`src/rtl/atelm_ram.sv`:
```
`default_nettype none
// ---------------------------------------------------------------------------
// atelm_ram: generic single-write, single-read RAM
// One write port and one read port; read data is registered.
// ---------------------------------------------------------------------------
module atelm_ram #(
  parameter int WIDTH = 8,
  parameter int DEPTH = 512,
  localparam int AW = (DEPTH > 1) ? $clog2(DEPTH) : 1
) (
  input  wire logic             clk_i,
  input  wire logic             we_i,
  input  wire logic [AW-1:0]    waddr_i,
  input  wire logic [WIDTH-1:0] wdata_i,
  input  wire logic [AW-1:0]    raddr_i,
  output logic      [WIDTH-1:0] rdata_o
);

  logic [WIDTH-1:0] mem_q [DEPTH];
  logic [WIDTH-1:0] rdata_q;

  always_ff @(posedge clk_i) begin
    if (we_i) begin
      mem_q[waddr_i] <= wdata_i;
    end
    rdata_q <= mem_q[raddr_i];
  end

  assign rdata_o = rdata_q;

endmodule
`default_nettype wire

```
`config.mk`:
```
export PLATFORM = sky130hd
export DESIGN_NAME = atelm_ram
export DESIGN_NICKNAME = d
export VERILOG_FILES = /design/src/rtl/atelm_ram.sv
export SDC_FILE = /design/constraint.sdc
export NUM_CORES = 2
export LEC_CHECK = 0
export BUFFER_PORTS_ARGS = -buffer_cell sky130_fd_sc_hd__buf_2
export CORE_ASPECT_RATIO = 1.1
export CORE_MARGIN = 5
export CORE_UTILIZATION = 62
export CTS_BUF_LIST = sky130_fd_sc_hd__clkbuf_16
export DETAILED_ROUTE_END_ITERATION = 8
export GPL_ROUTABILITY_DRIVEN = 1
export PLACE_DENSITY = 0.78
export SLEW_MARGIN = 30
export SYNTH_ARGS = -nofsm -noshare
export SYNTH_HDL_FRONTEND = slang
export SYNTH_SLANG_ARGS = --single-unit
```
`constraint.sdc`:
```
create_clock -name clk_i -period 4.95 [get_ports clk_i]
set_input_delay 0.99 -clock clk_i [delete_from_list [all_inputs] [get_ports clk_i]]
set_output_delay 0.99 -clock clk_i [all_outputs]
set_load 0.05 [all_outputs]
```
## Word-level counts from Yosys, hierarchy flattened

Memories as Yosys holds them, arrays and structs flattened. A register that Yosys moved wholly into a read port is not among the register bits.
Cells that the tools add are included.

| storage, ports and cells | value |
|---|---|
| flip-flop bits (word level) | 0 |
| bits in writable memories | 4096 |
| output and inout bits | 8 |
| word-level logic and storage cells | 3 |
| memories | 1 |

Memory list:

| memory | words | bits a word | rd ports | clocked after memory_dff | wr ports | line | RTL |
|---|---|---|---|---|---|---|---|
| mem_q | 512 | 8 | 1 | 1 | 1 | 19 | `logic [WIDTH-1:0] mem_q [DEPTH];` |

| operators by class | value |
|---|---|
| mux-type cells | 2 |

Operators by type and width:

| cell | count |
|---|---|
| 1-bit 2-to-1 mux | 2 |

## Logic depth before layout (Yosys ltp)

| depth | value |
|---|---|
| word-level depth | 2 |
| gate-level depth with buffers | 12 |

## Worst setup path before layout

Ideal clock, no wire load.

| timing path | value |
|---|---|
| path kind | input port to flip-flop |
| from | input port raddr_i[0] |
| to | register rdata_q[0] (netlist: rdata_o[0]) (read register of mem_q) |
| data arrival time | 2.844 ns |
| slack | 1.988 ns |
| cell stages on the path | 10 |
| buffers on the path | 4 |
| path through | buf_4 -> buf_12 -> buf_12 -> buf_2 -> mux4_2 -> o21ai_0 -> nand3_1 -> nand4_1 -> o21ai_0 -> o2111a_1 |

RTL lines:

| element | line | RTL |
|---|---|---|
| start: declaration | 15 | `input wire logic [AW-1:0] raddr_i,` |
| end: declaration | 20 | `logic [WIDTH-1:0] rdata_q;` |

==> run_results.csv <==
group,metric,value,unit
placement,placed_cells,11400,
final_layout,seq_area,123000,sq um
floorplanning,num_rows,195,
cts,cts_tree,"built",
cts,cts_resized,0,
critical_path,crit_family,"simple AND/OR/NAND/NOR gates",
placement,dp_slack,-0.269,ns
power,p_total,71.8,mW
cts,hold_buffers,0,
floorplanning,initial_utilization,62.3,%
timing,tns,0,ns
timing,timing.final.hold_violations,0,
timing,timing.final.max_slew_violations,0,
final_layout,n_fill_cell,14900,
timing,layout_setup_ws,0.440,ns
timing,setup_viol,0,
final_layout,multi_input_area,34000,sq um
critical_path,reg2reg_to,"rdata_o[3]",
logic_synthesis,syn_area,160000,sq um
logic_synthesis,synth.largest_area_cell,"edfxtp_1",
min_path,worstHoldPathCells,1,
critical_path,rrSetupSlack,1.24,ns
timing,fin_crit,4.51,ns
critical_path,crit_path_cell_trace,"buf_12 > buf_4 > buf_4 > mux2i_1 > o221ai_1 > a21oi_1 > nor4_1 > nand4_1 > nor4_1 > buf_4 > o2111a_1",
global_route,track_usage,30.5,%
detailed_routing,drcViolationCount,0,
detailed_routing,avgRoutedWirePerCell,33.8,um
logic_synthesis,synth_common_cells,"4096 x edfxtp_1, 797 x mux2i_1, 654 x mux4_2",
outcome,status,"finished, final reports clean",
final_layout,final_util,69.6,%
critical_path,cp-start-kind,"input pin",
detailed_routing,drt-total-wl,410,mm
timing,rsz0062_at_grt,"no",
cts,clk_path_buf_depth,4,
cts,clkTransAtPathRegs,0.06,ns
floorplanning,die_w,494,um
min_path,hold_end,"mem_q[144][6]",
timing,whs,0.552,ns
final_layout,fin_nets,8389,
logic_synthesis,synth_top_area_share,76.9,%
min_path,hold_class,"input pin to register",
floorplanning,die-area,268000,sq um
critical_path,max_stage_delay,1.05,ns
cts,cts_buffers,390,
detailed_routing,viasPerCell,7.00,
cts,post-cts-setup-buffers,0,
floorplanning,core-area,257000,sq um
critical_path,worst_setup_path_end_kind,"register",
global_route,antenna_found_initial,28,
placement,gp_congestion,0.911,
timing,max_freq,222,MHz
timing,clock_skew,0.0446,ns
power,leakagePower,57.4,nW
placement,post_dp_cell_area,166000,sq um
critical_path,rr_worst_depth,8,
detailed_routing,vias,84900,
timing,slew_headroom,25.5,%
cts,clk_latency,0.90,ns
final_layout,fin_cells,12100,
final_layout,layout-drive-gt1-share,19.5,%
logic_synthesis,post-synth-top-count-cell,"edfxtp_1",
detailed_routing,drtPass1Iterations,6,
logic_synthesis,synthTopCellsByArea,"edfxtp_1 77%, mux4_2 9.2%, mux2i_1 5.0%",
critical_path,critPathBufInv,4,
cts,cts_num_sinks,4104,
global_route,grt_pass1_vias,85400,
detailed_routing,first_iter_violations,12700,
timing,period_share,91.1,%
min_path,min-delay-start,"wdata_i[6]",
detailed_routing,ant_nets,0,
critical_path,r2r-start,"mem_q[59][3]",
final_layout,area_delta_synth_final,11.8,%
power,ir_drop,0.452,mV
critical_path,worst_path_most_repeated_cell,"buf_4",
global_route,grt_max_degree,144,
job,drv_cap,0,
global_route,gr-total-overflow,0,
placement,dpl.hpwl,242,mm
logic_synthesis,synth_area_per_cell,19.9,sq um
logic_synthesis,synth_cells,8030,
power,power_density,401,nW/um^2
global_route,grt_pass1_wl,594,mm
logic_synthesis,async_reset_ff_share,0,%
logic_synthesis,yosys_register_bits,4104,
final_layout,stdcell_area,179000,sq um
critical_path,path_class,"input pin to register",
logic_synthesis,seq_area_frac_synth,77.0,%
floorplanning,die_y,543,um
critical_path,crit_path_top_delay_cell,"nor4_1",
placement,numPortBuffers,35,
logic_synthesis,yosys_warnings,0,
critical_path,cp_data_required_time,5.80,ns
critical_path,path_max_fanout,41,
cts,clockRootBuffer,"clkbuf_16",
floorplanning,io_pins,36,
logic_synthesis,yosysUniqueCellTypes,51,
critical_path,arrival,5.36,ns
logic_synthesis,ys.flop_type,"edfxtp_1",
cts,htree_levels,5,
timing,worst_pin_slew,1.11,ns
logic_synthesis,syn_nets,8058,
logic_synthesis,synth_edf_count,4096,
placed cells by master (no fill, tap or decap), types with 6 or more instances in the layout:
cell type / netlist / layout
nand2_4: 0 / 11
dfxtp_1: 8 / 8
buf_8: 11 / 10
o2111a_1: 8 / 8
clkinv_1: 0 / 89
diode_2: 0 / 13
o21ai_0: 118 / 118
nor4_1: 36 / 35
clkinvlp_4: 0 / 16
inv_1: 2 / 68
nand3_1: 36 / 32
nand4_1: 32 / 32
nor2b_1: 6 / 6
mux4_2: 654 / 654
buf_4: 70 / 338
mux2i_1: 797 / 797
o221ai_1: 371 / 371
nor3b_1: 8 / 6
or3_1: 6 / 6
and2_1: 20 / 19
inv_6: 0 / 8
edfxtp_1: 4096 / 4096
nor2_1: 597 / 595
clkbuf_16: 0 / 398
buf_12: 5 / 79
o22ai_1: 163 / 163
a21oi_1: 194 / 194
a211oi_1: 17 / 17
bufinv_16: 0 / 49
clkinv_2: 0 / 66
nand2_1: 111 / 99
nor3_1: 109 / 108
a22oi_1: 61 / 61
o31ai_1: 13 / 13
buf_2: 57 / 23
flip-flops by register name, indices dropped and copies added, names as in the netlist:
signal   count
mem_q     4096
rdata_o      8
kinds of logic after synthesis:
group	count (synthesis)	synth area share (%)
muxes	1451	14.2
and+or+nand+nor	980	2.63
buffers and inverters	516	1.85
AOI/OAI and AO/OA	979	4.31
DFF	4104	77.0
layer usage:
| layer | wire, um | track usage [%] | vias up |
|---|---|---|---|
| met5 | 146 | 0 | - |
| met1 | 139000 | 40.9 | 43200 |
| met4 | 23400 | 14.6 | 22 |
| met2 | 198000 | 48.0 | 6421 |
| met3 | 48900 | 7.12 | 1202 |
| li1 | - | - | 34100 |
where the power goes:
part / internal (mW) / total [mW] / switching [mW]
Sequential: 38.3 / 38.3 / 0.0462
Combinational: 1.15 / 3.55 / 2.40
Clock: 17.2 / 29.9 / 12.8
Total: 56.6 / 71.8 / 15.2
worst reg2reg max path, delay by kind of cell (launching register included):
kind / cells / cell delay (ns)
flops: 1 / 0.33
mux: 1 / 0.08
simple gates: 3 / 2.11
buf+inv: 1 / 0.26
compound gates: 3 / 0.86
cell type report:
type	instances	area share [%]
Clock inverter	308	1.58
Timing Repair Buffer	452	2.47
Tap cell	3447	2.41
Clock buffer	398	5.57
Multi-Input combinational cell	3410	19.0
Sequential cell	4104	68.9
Antenna cell	13	0.0182
Inverter	3	0.0105
worst max-delay path by stage:
stage	endpoint	slack, ns	from	cells after the start
floorplan	rdata_o[0]	1.99	raddr_i[0]	10
global placement	rdata_o[0]	-0.46	raddr_i[0]	11
detailed placement	rdata_o[3]	-0.27	raddr_i[0]	11
CTS	rdata_o[3]	0.58	raddr_i[0]	11
global route	rdata_o[3]	0.48	raddr_i[0]	11
finish	rdata_o[3]	0.44	raddr_i[0]	11
No activity file was read; power rests on OpenSTA's default activity.
